[src/hdl/tfm_pkg.sv]
// Package of the fingerprint table matcher: sizes, command, status and state codes, query type.
// No dependencies.
`default_nettype none
package tfm_pkg;
  localparam int unsigned TableEntries = 16;
  localparam int unsigned MaxOptions   = 8;
  localparam logic [7:0]  TolReset     = 8'd5;

  typedef enum logic [2:0] {
    CMD_CLEAR  = 3'd0,
    CMD_EHDR   = 3'd1,
    CMD_EOPT   = 3'd2,
    CMD_QHDR   = 3'd3,
    CMD_QOPT   = 3'd4,
    CMD_RUN    = 3'd5,
    CMD_NOP6   = 3'd6,
    CMD_NOP7   = 3'd7
  } cmd_e;

  typedef enum logic [1:0] {
    ST_MATCH = 2'd0,
    ST_NONE  = 2'd1,
    ST_QOVER = 2'd2,
    ST_RSVD  = 2'd3
  } status_e;

  typedef enum logic [1:0] {
    FSM_IDLE,
    FSM_SCAN,
    FSM_OUT
  } fsm_e;

  // Query as broadcast to all cells.
  typedef struct packed {
    logic [7:0]  ttl;
    logic [15:0] window;
    logic [7:0]  tol;
  } query_t;
endpackage
`default_nettype wire

[src/hdl/tfm_scan.sv]
// Scan stage: a row of hit flags shifted toward the head one cell per cycle while shift_i is high.
// Depends on tfm_pkg.
`default_nettype none
module tfm_scan
  import tfm_pkg::*;
#(
  parameter int unsigned TABLE_ENTRIES = TableEntries,
  localparam int unsigned IW = (TABLE_ENTRIES > 1) ? $clog2(TABLE_ENTRIES) : 1
) (
  input  wire logic                               clk_i,
  input  wire logic                               load_i,
  input  wire logic                               shift_i,
  input  wire logic [TABLE_ENTRIES-1:0]           hit_i,
  input  wire logic [TABLE_ENTRIES-1:0][7:0]      label_i,
  output logic                                    head_hit_o,
  output logic [7:0]                              head_label_o,
  output logic [IW-1:0]                           head_index_o
);
  logic [TABLE_ENTRIES-1:0]           hit_q;
  logic [TABLE_ENTRIES-1:0][7:0]      lab_q;
  logic [TABLE_ENTRIES-1:0][IW-1:0]   idx_q;

  // Each cell hands its flag, label and index to its lower neighbor.
  always_ff @(posedge clk_i) begin
    for (int i = 0; i < TABLE_ENTRIES; i++) begin
      if (load_i) begin
        hit_q[i] <= hit_i[i];
        lab_q[i] <= label_i[i];
        idx_q[i] <= IW'(i);
      end else if (shift_i) begin
        if (i == TABLE_ENTRIES - 1) begin
          hit_q[i] <= 1'b0;
        end else begin
          hit_q[i] <= hit_q[i+1];
          lab_q[i] <= lab_q[i+1];
          idx_q[i] <= idx_q[i+1];
        end
      end
    end
  end

  assign head_hit_o   = hit_q[0];
  assign head_label_o = lab_q[0];
  assign head_index_o = idx_q[0];
endmodule
`default_nettype wire

[config.mk]
export PLATFORM = sky130hd
export DESIGN_NAME = tfm_scan
export DESIGN_NICKNAME = d
export VERILOG_FILES = /design/src/hdl/tfm_pkg.sv /design/src/hdl/tfm_scan.sv
export SDC_FILE = /design/constraint.sdc
export NUM_CORES = 1
export LEC_CHECK = 0
export BUFFER_PORTS_ARGS = -buffer_cell sky130_fd_sc_hd__buf_2
export CORE_MARGIN = 2
export CORE_UTILIZATION = 40
export DETAILED_ROUTE_END_ITERATION = 6
export GPL_TIMING_DRIVEN = 0
export SYNTH_ARGS = -nofsm -noshare
export SYNTH_HDL_FRONTEND = slang
export SYNTH_SLANG_ARGS = --single-unit
[constraint.sdc]
create_clock -name clk_i -period 4 [get_ports clk_i]
set_clock_uncertainty 0.05 [all_clocks]
set_input_delay 0 -clock clk_i [delete_from_list [all_inputs] [get_ports clk_i]]
set_output_delay 0 -clock clk_i [all_outputs]
set_load 0.03 [all_outputs]
# Yosys cells after proc, flatten, opt, wreduce, memory -nomap -nowiden
# Index checks and enable logic that the tools add are counted.
# classes
mux	62
n_reduce_logical	1
# op_table
op	n
$mux W8	30
$mux W1	32
$reduce_bool A2 Y1	1
# word_totals
regBits	193
word_cells	95

# Depth between registers and ports, before layout
# Gate-level depths: netlist (run 1).
# logic_depth
ltp_word	2
mapped_depth	5
depth_no_buf	2

# Least setup slack after synthesis (run 1)
# No wires, ideal clock.
# synth_path
path_type	input to register
from	input load_i
to	register lab_q (netlist bit head_label_o[0]) (enable)
arrival_time_ns	3.438
required_ns	3.445
setup_slack_ns	0.006
cell_stages	4
n_path_buf	3
path_cell_list	buf_6 -> buf_6 -> buf_2 -> or2_1
# synth_via
elab_chain_len	1
# synth_lines
item	line_no	text
start: declaration	tfm_scan.sv:11	input wire logic load_i,
$reduce_bool A2 Y1 (no line)	n/a	
end signal: indexed assignment	tfm_scan.sv:28	lab_q[i] <= label_i[i];
end signal: indexed assignment	tfm_scan.sv:35	lab_q[i] <= lab_q[i+1];
end: declaration	tfm_scan.sv:20	logic [TABLE_ENTRIES-1:0][7:0] lab_q;
# No other way between the ends.
# A chain may end at the register's enable or synchronous reset.

# Worst setup path in the final report (run 1)
# layout_path
from	input load_i
to	register lab_q[58] (netlist bit) (enable)
# The elaborated chain is that of the path after synthesis.

==> results of run 1 <==
## cell type report
cell class / count / area, sq um / area share [%]
Buffer: 38 / 305 / 2.76
Tap cell: 265 / 332 / 3.00
Clock inverter: 14 / 146 / 1.32
Antenna cell: 2 / 5.00 / 0.0453
Multi-Input combinational cell: 221 / 2370 / 21.4
Clock buffer: 18 / 429 / 3.88
Timing Repair Buffer: 307 / 2300 / 20.8
Sequential cell: 186 / 5160 / 46.7
## placed cells by master (no fill, tap or decap)
| master | n |
|---|---|
| clkinv_2 | 3 |
| buf_4 | 13 |
| bufinv_16 | 2 |
| a211o_1 | 17 |
| edfxtp_1 | 144 |
| dlygate4sd3_1 | 146 |
| clkinv_1 | 1 |
| clkinv_4 | 3 |
| buf_8 | 2 |
| dfxtp_1 | 42 |
| nor2b_1 | 17 |
| buf_2 | 172 |
| inv_6 | 3 |
| mux2_2 | 71 |
| nor2_1 | 26 |
| clkbuf_1 | 1 |
| and2_1 | 1 |
| mux2i_1 | 24 |
| diode_2 | 2 |
| clkbuf_16 | 17 |
| buf_16 | 1 |
| mux2_4 | 64 |
| buf_6 | 10 |
| or2_4 | 1 |
| clkinvlp_4 | 2 |
| buf_12 | 1 |
## synthesized netlist by cell type (all sizes together)
library cell | number | area, sq um
dfxtp | 42 | 841
a211o | 17 | 149
buf | 38 | 305
nor2 | 26 | 97.6
mux2 | 135 | 1760
edfxtp | 144 | 4320
mux2i | 24 | 240
and2 | 1 | 6.26
or2 | 1 | 6.26
nor2b | 17 | 106
## registers in the layout (all words and copies together) (netlist names)
register      flops
idx_q            38
head_index_o      4
lab_q           120
hit_q            16
head_label_o      8
## layer usage
layer,global-route usage [%],vias up,routed length [microns]
met4,5.06,0,208
met2,28.1,137,8220
li1,-,2311,-
met5,0,-,0
met3,4.77,17,945
met1,18.2,2322,6800
## worst max-delay path, delay by kind of cell
kind | cells | cell delay (ns)
buf+inv | 6 | 1.74
simple gates | 1 | 0.69
## how the worst max path moves through the flow
stage,start,end,cells after the start
after global placement,load_i,lab_q[84],5
final,load_i,lab_q[58],7
after floorplan,load_i,head_label_o[0],4
after detailed placement,load_i,lab_q[116],6
after global routing,load_i,lab_q[69],7
after CTS,load_i,lab_q[73],7
## where the power goes
| group | switching (mW) | total, mW | internal, mW | leakage (nW) |
|---|---|---|---|---|
| sequential | 0.0559 | 2.35 | 2.30 | 1.81 |
| clock | 0.730 | 1.65 | 0.924 | 0.278 |
| combinational | 0.210 | 0.582 | 0.371 | 2.55 |
| total | 0.996 | 4.59 | 3.59 | 4.65 |
## cells by family (layout without fill, tap and decap cells)
family          Yosys count  after routing  synth area share [%]
compound gates           17             17                  1.90
buf+inv                  38            377                  3.90
flops                   186            186                  65.9
mux                     159            159                  25.5
other cells               0              2                     0
simple gates             45             45                  2.76
## per-stage QoR
stage	TNS, ns	worst slack, ns	cell area [sq um]	total power, mW	std cells
global route	0	1.40	11100	4.77	1051
CTS	0	1.54	11100	4.62	1049
floorplan	0	0.00630	7840	2.71	445
global placement	-248.70	-1.83	8960	2.84	869
detailed placement	0	1.63	9010	2.86	871
finish	0	1.55	11100	4.59	1051
==> results by group, run 1 <==
CTS
  – Skew-Pair Late Insertion Delay: 0.42 ns
  – Number of gates resized after cts: 0
  – CTS tree: built
  – Sink Count: 186
  – Buffers from clock root to sink, at most: 2
  – CTS Hold Bufs: 146
  – Clk slew on worst S/H paths: 0.06 ns
  – Postcts setup bufs: 0
  – Clock root buffer: clkbuf_16
  – H-tree depth: 4
  – TritonCTS Buffers: 17

Timing
  – Period minus WS final: 2.45 ns
  – Final Max Slew Viols: 0
  – Worst rel slew slack: 46.6%
  – Hold Violations, Final: 0
  – Final count of negative-setup-slack endpoints: 0
  – Min Hold Slack: 0.248 ns
  – RSZ-0062 raised after global routing: false
  – Worst slew pin tran: 0.800 ns
  – Part of the cycle the worst path needs: 61.2%
  – Fmax achieved: 0.409 GHz

Synth
  – Distinct cells, synth: 14
  – Register area share after synthesis: 65.9%
  – Syn Inst Count: 445
  – Avg Cell Area, Syn: 17.6 sq um
  – Yosys reg bits: 186
  – Synth warn: 0
  – Synth Cell Area: 7840 sq um
  – Syn Nets: 592

Worst setup path
  – Worst EP required: 4.05 ns
  – Critical path's slowest cell: or2_4
  – Worst r2r path cells: 1
  – CP Cell Sequence: dlygate4sd3_1, buf_2, buf_6, buf_6, buf_2, or2_4, buf_16
  – Max stage delay on crit path: 0.69 ns
  – Worst setup path class: primary input to flip-flop
  – R2r endpoint: lab_q[104]
  – Crit end category: flip-flop
  – Worst Path Arrival: 2.50 ns
  – Crit-path max FO: 51
  – Worst r2r src: lab_q[112]
  – R2R setup slack: 3.00 ns
  – CP startpoint kind: primary input

Die
  – Initial Utilization: 40.5%
  – Die W: 144 microns
  – Core Footprint: 19300 sq um
  – # rows: 51
  – Die height: 144 microns
  – Io pins: 160
  – Full die area: 20700 sq um

Global route
  – First-pass GRT wire length: 24.9 mm
  – Vias in the first global route: 5090
  – GRT Residual Overflow: 0
  – Largest net degree at the start of global routing: 52
  – Initial antenna violation count: 2
  – Tot GR Track Use: 15.8%

Drt
  – Drt pass-1 iters: 5
  – Total Routed Length: 16.2 mm
  – Antenna Nets Post-Route: 0
  – Initial DRC Count: 134
  – Vias: 4787
  – DRC violations left: 0
  – Routed WL per cell: 15.4 microns
  – Vias/cell: 4.55

Worst hold path
  – Hold_sp: label_i[127]
  – Hold Crit Depth: 2
  – Worst hold path class: primary input to flip-flop
  – Hold path endpoint: lab_q[127]

Final layout
  – Area grow syn2layout: 41.1%
  – Final core utilization: 57.2%
  – Layout cells sized above 1: 46.6%
  – Final nets: 918
  – Fill cells: 1542

Pwr
  – P_leak: 4.65 nW
  – Peak supply drop: 0.298 mV
  – Pwr per Cell Area: 415 nW/um^2

Placed design
  – IO buf count: 159
  – Final GP Congestion: 0.708
  – HPWL after DPL: 9.94 mm

Run
  – Max-Cap Viols: 0

Status
  – Status: finished, final reports clean
(Power assumes the default switching activity.)
==> run 2: changes to the inputs <==
clock period = 2.6 ns   (was 4 ns; I/O delays follow)
==> run 2 against run 1 <==
- global-route usage decreased by 0.31 points
- sequential share of layout area down 0.16 points
- clock power grew 61%
- clock-buffer cell count grew 6
- worst hold slack got worse by 0.0032 ns
- critical path type unchanged
- largest power group unchanged
- first-iteration DRC count is 34% higher
==> results by group, run 2 (synthesized netlist as in run 1, its figures left out) <==
Status
  – Status: finished, final reports clean

Worst setup path
  – Worst EP required: 2.64 ns
  – CP startpoint kind: primary input
  – Worst Path Arrival: 2.36 ns
  – Worst setup path class: primary input to flip-flop
  – Crit-path max FO: 52
  – Crit end category: flip-flop

Pwr
  – Peak supply drop: 0.409 mV
  – P_leak: 4.67 nW
  – Pwr per Cell Area: 646 nW/um^2

Drt
  – Vias/cell: 4.50
  – Total Routed Length: 15.7 mm
  – Drt pass-1 iters: 4
  – DRC violations left: 0
  – Initial DRC Count: 179
  – Vias: 4723
  – Antenna Nets Post-Route: 0
  – Routed WL per cell: 14.9 microns

Final layout
  – ANT cells: 0
  – Seq. cell area: 5160 sq um
  – Commonest non-fill, non-tap cells in the layout: buf_2 (172), dlygate4sd3_1 (146), edfxtp_1 (144)
  – Fill cells: 1508
  – Commonest non-fill, non-tap cell in the layout: buf_2
  – Post-Layout Cell Count: 1049
  – Layout cells sized above 1: 46.6%
  – Largest regs: lab_q (120), idx_q (38), hit_q (16)
  – Multi-input logic area: 2370 sq um
  – Area grow syn2layout: 41.6%
  – Max reg flops: 120
  – Final core utilization: 57.4%
  – Largest Register: lab_q
  – Final nets: 918

Die
  – Die height: 144 microns
  – Core Footprint: 19300 sq um
  – Die W: 144 microns
  – Full die area: 20700 sq um
  – Initial Utilization: 40.5%
  – Io pins: 160
  – # rows: 51

Global route
  – First-pass GRT wire length: 24.6 mm
  – Initial antenna violation count: 0
  – Vias in the first global route: 5091
  – GRT Residual Overflow: 0
  – Largest net degree at the start of global routing: 53
  – Tot GR Track Use: 15.5%

Timing
  – Fmax achieved: 0.431 GHz
  – Period minus WS final: 2.32 ns
  – Final WS setup: 0.278 ns
  – Worst slew pin tran: 0.651 ns
  – Part of the cycle the worst path needs: 89.3%
  – Worst rel slew slack: 56.6%
  – RSZ-0062 raised after global routing: false
  – Final TNS setup: 0 ns
  – Final count of negative-setup-slack endpoints: 0
  – Hold Violations, Final: 0
  – Final Max Slew Viols: 0

CTS
  – Postcts setup bufs: 0
  – Skew-Pair Late Insertion Delay: 0.42 ns
  – H-tree depth: 4
  – CTS Hold Bufs: 146
  – CTS tree: built
  – TritonCTS Buffers: 17
  – Clk slew on worst S/H paths: 0.07 ns
  – Number of gates resized after cts: 0
  – Sink Count: 186
  – Buffers from clock root to sink, at most: 2
  – Clock root buffer: clkbuf_16

Placed design
  – Final GP Congestion: 0.704
  – Pre-CTS setup slack: 0.356 ns
  – Cells after DPL: 871
  – IO buf count: 159
  – HPWL after DPL: 9.86 mm

Worst hold path
  – Worst hold path class: primary input to flip-flop

Run
  – Max-Cap Viols: 0
run 2: cell types whose count changed in the layout (fill, tap and decap cells not counted), sizes merged:
cell | previous run | this run
clkbuf | 18 | 24
clkinv | 7 | 3
bufinv | 2 | 0
diode | 2 | 0
clkinvlp | 2 | 1
inv | 3 | 4
run 2: worst paths after layout:
| kind | start | endpoint | slack [ns] | depth (start not counted) |
|---|---|---|---|---|
| worst min register to register | idx_q[45] | idx_q[41] | 0.42 | 1 |
| worst max register to register | hit_q[6] | hit_q[5] | 1.63 | 1 |
| worst min-delay path | label_i[125] | lab_q[125] | 0.25 | 2 |
| worst max-delay path | load_i | lab_q[91] | 0.28 | 7 |
run 2: critical path: stages:
cell           delay, ns
dlygate4sd3_1       0.52
buf_2               0.25
buf_6               0.19
buf_6               0.18
buf_2               0.25
or2_4               0.59
buf_16              0.34
run 2: final cells by class:
type | count | share of cell area (%)
Buffer | 38 | 2.75
Clock buffer | 24 | 5.03
Clock inverter | 8 | 0.553
Multi-Input combinational cell | 221 | 21.3
Sequential cell | 186 | 46.6
Tap cell | 265 | 2.99
Timing Repair Buffer | 307 | 20.8
run 2: where the power goes:
group / internal, mW / total (mW) / leakage, nW / switching [mW]
clock network: 1.53 / 2.65 / 0.304 / 1.13
registers: 3.53 / 3.62 / 1.81 / 0.0837
logic: 0.571 / 0.889 / 2.55 / 0.318
run 2: layer usage:
metal  GRT usage (%)  wire (microns)  vias up
met5               0               0        -
met4            3.72              75        0
met3            4.93             861        6
met2            27.4            7930      127
met1            18.3            6790     2277
li1                -               -     2313
run 2: stage by stage:
stage | total power, mW | hold slack, ns | cell area, sq um
after floorplan | 4.16 | 0.0489 | 7840
after global placement | 4.36 | 0.128 | 8970
after detailed placement | 4.40 | 0.130 | 9010
after CTS | 7.23 | 0.213 | 11100
after global routing | 7.45 | 0.220 | 11100
final | 7.16 | 0.245 | 11100
