### config.mk
export PLATFORM = sky130hd
export DESIGN_NAME = tfm_cell
export DESIGN_NICKNAME = d
export VERILOG_FILES = /design/src/hdl/tfm_pkg.sv /design/src/hdl/tfm_cell.sv
export SDC_FILE = /design/constraint.sdc
export NUM_CORES = 1
export LEC_CHECK = 0
export BUFFER_PORTS_ARGS = -buffer_cell sky130_fd_sc_hd__buf_4
export CORE_UTILIZATION = 30
export CTS_CLUSTER_DIAMETER = 50
export DETAILED_ROUTE_END_ITERATION = 10
export PLACE_DENSITY = 0.56
export SLEW_MARGIN = 30
export SYNTH_ARGS = -nofsm -noshare
export SYNTH_HDL_FRONTEND = slang
export SYNTH_SLANG_ARGS = --single-unit
export TNS_END_PERCENT = 5
### constraint.sdc
create_clock -name clk_i -period 25.1 [get_ports clk_i]
set_input_delay 5.02 -clock clk_i [delete_from_list [all_inputs] [get_ports clk_i]]
set_output_delay 5.02 -clock clk_i [all_outputs]
set_load 0.05 [all_outputs]
### src/hdl/tfm_pkg.sv
// Package of the fingerprint table matcher: sizes, command, status and state codes, query type.
// No dependencies.
`default_nettype none
package tfm_pkg;
  localparam int unsigned TableEntries = 16;
  localparam int unsigned MaxOptions   = 8;
  localparam logic [7:0]  TolReset     = 8'd5;

  typedef enum logic [2:0] {
    CMD_CLEAR  = 3'd0,
    CMD_EHDR   = 3'd1,
    CMD_EOPT   = 3'd2,
    CMD_QHDR   = 3'd3,
    CMD_QOPT   = 3'd4,
    CMD_RUN    = 3'd5,
    CMD_NOP6   = 3'd6,
    CMD_NOP7   = 3'd7
  } cmd_e;

  typedef enum logic [1:0] {
    ST_MATCH = 2'd0,
    ST_NONE  = 2'd1,
    ST_QOVER = 2'd2,
    ST_RSVD  = 2'd3
  } status_e;

  typedef enum logic [1:0] {
    FSM_IDLE,
    FSM_SCAN,
    FSM_OUT
  } fsm_e;

  // Query as broadcast to all cells.
  typedef struct packed {
    logic [7:0]  ttl;
    logic [15:0] window;
    logic [7:0]  tol;
  } query_t;
endpackage
`default_nettype wire

### src/hdl/tfm_cell.sv
// One table entry cell: stores an entry and tests it against the query.
// Depends on tfm_pkg.
`default_nettype none
module tfm_cell
  import tfm_pkg::*;
#(
  parameter int unsigned MAX_OPTIONS = MaxOptions,
  localparam int unsigned CW = $clog2(MAX_OPTIONS + 1),
  localparam int unsigned OW = (MAX_OPTIONS > 1) ? $clog2(MAX_OPTIONS) : 1
) (
  input  wire logic                          clk_i,
  input  wire logic                          rst_ni,
  input  wire logic                          clear_i,
  input  wire logic                          hdr_we_i,
  input  wire logic                          opt_we_i,
  input  wire logic [7:0]                    ttl_i,
  input  wire logic [15:0]                   window_i,
  input  wire logic [7:0]                    label_i,
  input  wire logic [7:0]                    kind_i,
  input  wire query_t                        query_i,
  input  wire logic [CW-1:0]                 qcount_i,
  input  wire logic [MAX_OPTIONS-1:0][7:0]   qopts_i,
  output logic                               hit_o,
  output logic [7:0]                         label_o
);
  logic              valid_q, over_q;
  logic [CW-1:0]     count_q;
  logic [7:0]        ttl_q, label_q;
  logic [15:0]       window_q;
  logic [MAX_OPTIONS-1:0][7:0] opts_q;
  logic [8:0]        diff;
  logic              ms_ok;

  // Control state of the entry.
  always_ff @(posedge clk_i or negedge rst_ni) begin
    if (!rst_ni) begin
      valid_q <= 1'b0;
      over_q  <= 1'b0;
      count_q <= '0;
    end else if (clear_i) begin
      valid_q <= 1'b0;
      over_q  <= 1'b0;
      count_q <= '0;
    end else if (hdr_we_i) begin
      valid_q <= 1'b1;
      over_q  <= 1'b0;
      count_q <= '0;
    end else if (opt_we_i) begin
      if (count_q < CW'(MAX_OPTIONS)) count_q <= count_q + 1'b1;
      else over_q <= 1'b1;
    end
  end

  // Payload of the entry.
  always_ff @(posedge clk_i) begin
    if (hdr_we_i) begin
      ttl_q    <= ttl_i;
      window_q <= window_i;
      label_q  <= label_i;
    end
    if (opt_we_i && !clear_i && !hdr_we_i && count_q < CW'(MAX_OPTIONS)) begin
      opts_q[count_q[OW-1:0]] <= kind_i;
    end
  end

  // Multiset test: each entry option occurs equally often in both lists.
  always_comb begin
    logic [CW-1:0] ce, cq;
    ms_ok = 1'b1;
    for (int i = 0; i < MAX_OPTIONS; i++) begin
      ce = '0;
      cq = '0;
      for (int j = 0; j < MAX_OPTIONS; j++) begin
        if (j < int'(count_q) && opts_q[j] == opts_q[i]) ce = ce + 1'b1;
        if (j < int'(count_q) && qopts_i[j] == opts_q[i]) cq = cq + 1'b1;
      end
      if (i < int'(count_q) && ce != cq) ms_ok = 1'b0;
    end
  end

  assign diff = ({1'b0, ttl_q} >= {1'b0, query_i.ttl}) ?
                ({1'b0, ttl_q} - {1'b0, query_i.ttl}) :
                ({1'b0, query_i.ttl} - {1'b0, ttl_q});
  assign hit_o = valid_q && !over_q && (diff <= {1'b0, query_i.tol}) &&
                 (window_q == query_i.window) && (count_q == qcount_i) && ms_ok;
  assign label_o = label_q;
endmodule
`default_nettype wire

-- Yosys cells after proc, flatten, opt, wreduce, memory -nomap -nowiden
Cells that the tools add are included.
- add/sub/neg operators: 115
- order comparisons: 13
- eq/ne operators: 131
- multiplexer cells: 150
- reductions and logical operators: 145
- operator list (kind ; number):
    $eq 8x8->1 ; 120
    $mux 4 ; 116
    $add 4x1->4 const B ; 113
    $logic_and 1x1->1 ; 137
    $bwmux 64 ; 1
    $ne 4x4->1 ; 8
    $mux 1 ; 30
    $demux 8 s3 ; 1
    $sub 8x8->9 ; 2
    $eq 16x16->1 ; 1
    $lt 3x4->1 const A ; 4
    $le 9x8->1 ; 1
    $mux 9 ; 1
    $ge 8x8->1 ; 1
    $lt 1x4->1 const A ; 2
    $lt 2x4->1 const A ; 2
    $mux 8 ; 1
    $reduce_bool 3->1 ; 2
    $eq 4x4->1 ; 1
    $lt 3x4->1 const B ; 1
    $lt 4x4->1 const B ; 1
    $reduce_and 2->1 ; 2
    $ge 3x1->1 const B ; 1
    $logic_not 1->1 ; 3
    2 further kinds ; 2
- bits in registers: 102
- bits of input ports: 145

-- Logic depth before layout (Yosys ltp)
Gate-level depths: netlist (run 1).
- word-level depth: 28
- depth in mapped cells: 40
- gate-level depth less buffers: 35

-- Least setup slack after synthesis (run 1)
No wires, ideal clock.
- path type: in2out
- start: in qopts_i[9] (netlist name)
- end: out hit_o
- data arrival time: 11138 ps
- slack: 8942 ps
- cell stages on the path: 28
- path buffers: 1
- cell sequence: buf_1 xor2_1 nor4_1 nand4_1 inv_1 ha_1 xor2_2 ha_1 nor4_1 nor2_1 ha_1 nand2_1 o31ai_1 ha_1 mux2i_1 o21ai_0 ha_1 mux2_2 ha_1 nand2_1 xnor2_1 xnor2_1 xnor2_1 xnor2_1 o41ai_2 o311ai_1 nand4b_4 nor4_2
- longest elaborated chain between the ends: 26
- elaborated cells on any way between the ends: 145
- classes of those cells: add/sub (48); eq/ne (16); mux (64); reduce/logical (17)
- RTL lines (item ; line ; text):
    from (decl) ; tfm_cell.sv:22 ; input wire logic [MAX_OPTIONS-1:0][7:0] qopts_i,
    $eq 8x8->1 ; tfm_cell.sv:75 ; if (j < int'(count_q) && qopts_i[j] == opts_q[i]) cq = cq + 1'b1;
    $logic_and 1x1->1 ; tfm_cell.sv:75 ;
    $mux 4 ; tfm_cell.sv:75 ;
    $add 4x1->4 ; tfm_cell.sv:75 ;
    $mux 4 ; tfm_cell.sv:75 ;
    $add 4x1->4 ; tfm_cell.sv:75 ;
    $mux 4 ; tfm_cell.sv:75 ;
    $add 4x1->4 ; tfm_cell.sv:75 ;
    [... 4 more ...] ; - ;
    $mux 4 ; tfm_cell.sv:75 ;
    $add 4x1->4 ; tfm_cell.sv:75 ;
    $mux 4 ; tfm_cell.sv:75 ;
    $ne 4x4->1 ; tfm_cell.sv:77 ; if (i < int'(count_q) && ce != cq) ms_ok = 1'b0;
    $logic_and 1x1->1 ; tfm_cell.sv:77 ;
    $mux 1 (7 in series) ; tfm_cell.sv:77 ;
    $mux 1 (*) ; tfm_cell.sv:77 ;
    $logic_and 1x1->1 (*) ; tfm_cell.sv:85 ; (window_q == query_i.window) && (count_q == qcount_i) && ms_ok;
    to (decl) ; tfm_cell.sv:23 ; output logic hit_o,
Every way passes the cells marked *; elsewhere a longest branch is shown, timed or not.

-- Final worst setup path (run 1)
- start: in qopts_i[0] (netlist name)
- end: out hit_o
- longest elaborated chain between the ends: 28
- elaborated cells on any way between the ends: 161
- classes of those cells: add/sub (56); eq/ne (16); mux (72); reduce/logical (17)
- RTL lines (item ; line):
    $eq 8x8->1 ; tfm_cell.sv:75
    $logic_and 1x1->1 ; tfm_cell.sv:75
    $mux 1 ; tfm_cell.sv:75
    $add 4x1->4 ; tfm_cell.sv:75
    $mux 4 ; tfm_cell.sv:75
    $add 4x1->4 ; tfm_cell.sv:75
    $mux 4 ; tfm_cell.sv:75
    $add 4x1->4 ; tfm_cell.sv:75
    [... 6 more ...] ; -
    $mux 4 ; tfm_cell.sv:75
    $add 4x1->4 ; tfm_cell.sv:75
    $mux 4 ; tfm_cell.sv:75
    $ne 4x4->1 ; tfm_cell.sv:77
    $logic_and 1x1->1 ; tfm_cell.sv:77
    $mux 1 (7 in series) ; tfm_cell.sv:77
    $mux 1 (*) ; tfm_cell.sv:77
    $logic_and 1x1->1 (*) ; tfm_cell.sv:85
Marked as above.

==> results.md, run 1 <==
- Initial DRT Pass Iterations: 6
- Syn Area/Cell: 8.38 um2
- Die W: 269 um
- Post-layout min period: 16710 ps
- Max Fclk: 59.8 MHz
- Worst-Margin Slew: 942 ps
- RSZ-0062 raised after global routing: no
- Placed cells: 3513
- Worst-path clk slew: 70 ps
- Final Non-Filler Cells: 3529
- P_leak: 9.18 nW
- Yosys warnings: 0
- Worst IR Drop VDD: 0.0000672 V
- Die area: 0.0725 mm2
- Initial antenna violation count: 0
- ANT nets after route: 0
- Nets: 2870
- Share of flip-flops with an asynchronous set or reset: 5.88%
- Worst EP required: 20080 ps
- Area growth syn-to-layout: 10.3%
- Core area: 0.0704 mm2
- Run status: completed
- Routed WL per cell: 24.5 um
- CP max-delay cell: o41ai_2
- Die height: 269 um
- CP Max Fanout: 8
- Post-cts resize count: 0
- Drt initial violations: 2051
- # DRC: 0
- Final setup fails: 0
- Clock Tree Buf Depth: 2
- Critical Path AT: 11690 ps
- Root Driver: clkbuf_16
- IO Pins: 154
- Top_reg_cell synth: edfxtp_1
- Slew Limit Fails: 0
- Critical path class: primary input to output port
- Vias: 19100
- Max-cap viol count: 0
- Inserted Clock Buffers: 9
- Rows: 97
- CTS tree: built
- Worst Hold Class: flop to flop
- Pwr dens: 20.2 mW/mm2
- Post-CTS Hold Fix Bufs: 0
- CP peak stage delay: 560 ps
- Antenna cell count: 0
- Filler cells: 7508
- Area of the multi-input gates: 0.0169 mm2
- Vias in the first global route: 18200
- Global-route wire length before repair: 124000 um
- Fin crit share: 66.6%
- Synthesized flop and latch total: 102
- Clock Sinks: 102
- Initial core utilization: 30.5%
- Drt via density: 5.40
- Total gr overflow: 0
- Slew headroom: 37.0%
- WL final: 86600 um
- Postcts setup bufs: 0
- PnR worst setup slack: 8390 ps
- Setup crit start kind: primary input
- Share of post-route cells with drive strength above 1: 13.1%
- Largest net degree at the start of global routing: 39
- Final Hold Viols: 0
- Flip-flop and latch area: 0.00303 mm2
- Post-Route Setup TNS: 0 ps
- Top cells by area, synth: xnor2_1 (25%), xor2_1 (15%), edfxtp_1 (13%), ha_1 (8.1%), nand4_1 (4.0%)
- Sequential element share of the synthesized area: 14.1%
- Syn Inst Count: 2559
- Worst Setup End Kind: output port
- Total GRT Usage: 23.1%
- Final Skew: 10.5 ps
- Yosys cell types: 89
- Most frequent CP cell: ha_1
- PortBufs: 153
- Post-synth EDFFs: 96
- Clock Latency Late Sink: 370 ps
- Final HPWL DP: 61100 um
- Htree depth: 3
- Cell taking the most area after synthesis: xnor2_1
- Finished Core Util: 33.6%
- Mapped Nets: 2845
- Top cell type's share of synthesized area: 24.8%
- Synthesized cell area: 0.0214 mm2
- Routability cong.: 1.00
- Setup WS pre-CTS: 8450 ps
-- cell type report --
cell class | instances | share of cell area [%]
Clock buffer | 9 | 0.952
Clock inverter | 7 | 0.365
Inverter | 134 | 2.13
Multi-Input combinational cell | 2105 | 71.4
Sequential cell | 102 | 12.8
Tap cell | 940 | 4.97
Timing Repair Buffer | 232 | 7.37
-- final timing paths --
path | start | end | slack [ps] | depth (start not counted)
worst max-delay path | qopts_i[0] | hit_o | 8390 | 29
max in group asynchronous | rst_ni | count_q[0]$_DFFE_PN0P_ | 20530 | 1
worst min-delay path | valid_q$_DFFE_PN0N_ | valid_q$_DFFE_PN0N_ | 510 | 2
min in group asynchronous | rst_ni | valid_q$_DFFE_PN0N_ | 4450 | 1
worst max register to register | count_q[3]$_DFFE_PN0P_ | opts_q[52]$_DFFE_PP_ | 22750 | 4
worst min register to register | valid_q$_DFFE_PN0N_ | valid_q$_DFFE_PN0N_ | 510 | 2
-- kinds of logic (layout without fill, tap and decap cells) --
| kind of cell | count (synthesis) | in the layout | share of synthesized area [%] |
|---|---|---|---|
| DFF | 102 | 102 | 14.1 |
| AOI/OAI and AO/OA | 143 | 143 | 4.69 |
| buffers and inverters | 352 | 382 | 7.24 |
| xor gates and xnor gates | 1010 | 1010 | 43.1 |
| and+or+nand+nor | 734 | 734 | 18.8 |
| adders and majority gates | 141 | 141 | 8.30 |
| muxes | 77 | 77 | 3.82 |
-- synthesized netlist by cell type (70+ instances only) --
| cell type | n |
|---|---|
| ha_1 | 139 |
| nor4_1 | 70 |
| edfxtp_1 | 96 |
| xor2_1 | 372 |
| nor3_1 | 78 |
| nor2_1 | 108 |
| nand4_1 | 138 |
| nand2_1 | 142 |
| nand3_1 | 71 |
| xnor2_1 | 607 |
| buf_2 | 113 |
| inv_1 | 133 |
-- power by group --
part / switching [W] / internal (W)
Clock: 0.0000711 / 0.0000718
Combinational: 0.0000794 / 0.0000608
Sequential: 0.00000245 / 0.000191
Total: 0.000153 / 0.000324
-- stage by stage --
step | power, W | hold WS [ps] | instance area [um2]
final | 0.000477 | 510 | 23600
after global routing | 0.000498 | 563 | 23600
after CTS | 0.000482 | 512 | 23600
after detailed placement | 0.000337 | 492 | 23300
after global placement | 0.000336 | 482 | 23300
after floorplan | 0.000291 | 464 | 21400
-- registers in the layout (all words and copies together), names as in the netlist --
name      count
opts_q       64
window_q     16
label_o       8
over_q        1
count_q       4
ttl_q         8
valid_q       1
-- placed cells by master (no fill, tap or decap), types with 6 or more instances in the layout --
cell	netlist	routed
ha_1	139	139
nand2b_1	7	7
or4_1	7	7
xor2_1	372	372
and4_1	11	11
and2_1	6	6
edfxtp_1	96	96
nor2_1	108	108
mux2_2	36	36
nand2_1	142	142
xnor2_1	607	607
o21a_1	7	7
a21oi_1	29	28
buf_4	10	232
nor3_1	78	75
o31ai_1	14	14
nor4_2	5	6
a31oi_1	14	14
inv_1	133	133
o21ai_0	22	22
nor4_1	70	69
nor3_2	12	15
nand4_1	138	138
dfrtp_1	6	6
nand3_1	71	71
mux2i_1	40	40
or3_1	12	12
nor3b_1	6	6
clkbuf_16	0	9
xnor3_1	19	19
and3_1	20	20
-- metal layers --
layer  vias up  part of all wire, %  track usage, %
li1       8687                    -               -
met1      9030                   41            30.2
met2      1110                   43            35.6
met3       233                   11            4.94
met4         0                  5.7            12.0
met5         -                    0               0
-- worst max-delay path: cells and delay by family --
kind / cells / cell delay (ps)
xor+xnor: 6 / 1000
buf+inv: 2 / 440
mux: 2 / 420
fa+ha+maj: 6 / 1730
compound gates: 4 / 1120
simple gates: 9 / 1950
Note: power is estimated with default switching activity, not from simulation.
==> run 2: changes to the inputs <==
Clock period 25.1 ns to 16.7 ns, I/O delays scaled along.
==> run 2 against run 1 <==
  * Die area did not move
  * Power increased by 50%
  * Clock skew fell by 0.70 ps
  * Hold slack better by 6.5 ps
  * Critical endpoint unchanged
  * Global-route usage grew 0.13 points
  * Core utilization barely moved
  * Critical path depth grew 8
  * Non-clock buffer count did not move
  * Sequential share of layout area is essentially flat
  * Clock power up 48%
==> results.md, run 2 (synthesized netlist as in run 1, its figures left out) <==
- Fin crit share: 79.4%
- Clock Latency Late Sink: 360 ps
- Routability cong.: 0.990
- Pwr dens: 30.2 mW/mm2
- Drt via density: 5.42
- WL final: 86700 um
- Clock share of power: 29.7%
- CP Max Fanout: 8
- Max Fclk: 75.4 MHz
- Hold Path Origin: valid_q$_DFFE_PN0N_
- Reg2Reg Launch Point: count_q[3]$_DFFE_PN0P_
- Global-route wire length before repair: 125000 um
- Initial DRT Pass Iterations: 5
- Die W: 269 um
- Root Driver: clkbuf_16
- Sw frac: 31.8%
- Comb power frac: 29.5%
- WHS Endpoint: valid_q$_DFFE_PN0N_
- Clock Tree Buf Depth: 2
- Worst-path clk slew: 70 ps
- Worst IR Drop VDD: 0.000107 V
- Slew Limit Fails: 0
- Worst Hold Slack: 517 ps
- Htree depth: 3
- Critical Path AT: 9920 ps
- Part of the power in registers: 40.8%
- Initial antenna violation count: 0
- Drt initial violations: 2008
- Post-Route Setup TNS: 0 ps
- PortBufs: 153
- Worst EP required: 13360 ps
- Vias in the first global route: 18200
- Post-CTS Hold Fix Bufs: 0
- Filler cells: 7457
- Nets: 2870
- CTS tree: built
- Core area: 0.0704 mm2
- Run status: completed
- Most common cell after layout, fill and taps aside: xnor2_1
- Initial core utilization: 30.5%
- Total GRT Usage: 23.3%
- Post-layout min period: 13260 ps
- CP max-delay cell: a31oi_1
- Critical path class: primary input to output port
- CP peak stage delay: 510 ps
- Slew headroom: 37.4%
- Inserted Clock Buffers: 9
- Hold path cells: 2
- Clock Sinks: 102
- Routed WL per cell: 24.6 um
- Die height: 269 um
- Flip-flop and latch area: 0.00303 mm2
- Cell Int Power: 0.000487 W
- Postcts setup bufs: 0
- Area of the multi-input gates: 0.0169 mm2
- Final Power: 0.000714 W
- Area growth syn-to-layout: 10.3%
- # DRC: 0
- Worst-Margin Slew: 936 ps
- Most frequent CP cell: ha_1
- Setup crit start kind: primary input
- Reg2Reg Depth: 4
- Worst Hold Class: flop to flop
- Psw: 0.000227 W
- Vias: 19100
- Worst Setup End Kind: output port
- R2R setup slack: 14290 ps
- Rows: 97
- Final Hold Viols: 0
- Final Skew: 9.83 ps
- Max-cap viol count: 0
- ANT nets after route: 0
- IO Pins: 154
- Largest net degree at the start of global routing: 39
- P_leak: 9.18 nW
- Share of post-route cells with drive strength above 1: 13.1%
- Die area: 0.0725 mm2
- End of the worst register-to-register path: opts_q[32]$_DFFE_PP_
- Final HPWL DP: 61000 um
- Most frequent cells in the layout: xnor2_1 (607), xor2_1 (372), buf_4 (232), nand2_1 (142), ha_1 (139)
- Final setup fails: 0
- RSZ-0062 raised after global routing: no
- Antenna cell count: 0
- Total gr overflow: 0
- Post-cts resize count: 0
- Largest register FFs: 64
-- run 2: changes by cell type in the layout (fill, tap and decap cells not counted), sizes merged --
cell | before | now
clkinv | 3 | 2
inv | 138 | 139
-- run 2: worst max-delay path: cells and delay by family --
| family | cells | cell delay [ps] |
|---|---|---|
| simple gates | 14 | 2140 |
| compound gates | 7 | 1620 |
| fa+ha+maj | 6 | 1460 |
| buf+inv | 6 | 790 |
| xor+xnor | 4 | 550 |
-- run 2: metal layers --
| layer | vias to the layer above | share of wire, % | global-route usage, % |
|---|---|---|---|
| met5 | - | 0 | 0 |
| met4 | 0 | 5.4 | 11.3 |
| met3 | 236 | 12 | 5.00 |
| met2 | 1151 | 42 | 35.9 |
| met1 | 9054 | 41 | 30.6 |
| li1 | 8682 | - | - |
-- run 2: power by group through the flow --
stage | logic (W) | registers (W) | clock network (W)
after floorplan | 0.000136 | 0.000302 | 0
after global placement | 0.000208 | 0.000297 | 0
after detailed placement | 0.000210 | 0.000297 | 0
after CTS | 0.000210 | 0.000291 | 0.000218
after global routing | 0.000229 | 0.000292 | 0.000229
final | 0.000211 | 0.000291 | 0.000212
-- run 2: layout make-up --
type / instances / share of cell area [%]
multi-input combinational: 2105 / 71.4
inverter: 134 / 2.13
clock inverter: 7 / 0.344
clock buffer: 9 / 0.953
timing repair buffer: 232 / 7.37
sequential: 102 / 12.8
tap: 940 / 4.97
-- run 2: how the worst max path moves through the flow --
stage	startpoint	endpoint	slack, ps	cells past startpoint
floorplan	qopts_i[9]	hit_o	3900	28
global placement	qopts_i[0]	hit_o	3450	37
detailed placement	qopts_i[2]	hit_o	3450	37
CTS	qopts_i[2]	hit_o	3420	37
global route	qopts_i[2]	hit_o	2950	37
finish	qopts_i[2]	hit_o	3440	37
-- run 2: through the flow --
step                      cells  setup slack (ps)  utilization [%]  area, um2
after floorplan            2559              3900                -      21400
after global placement     3513              3450             33.1      23300
after detailed placement   3513              3450             33.2      23300
after CTS                  3529              3420             33.6      23600
after global routing       3529              2950             33.6      23600
final                      3529              3440             33.6      23600
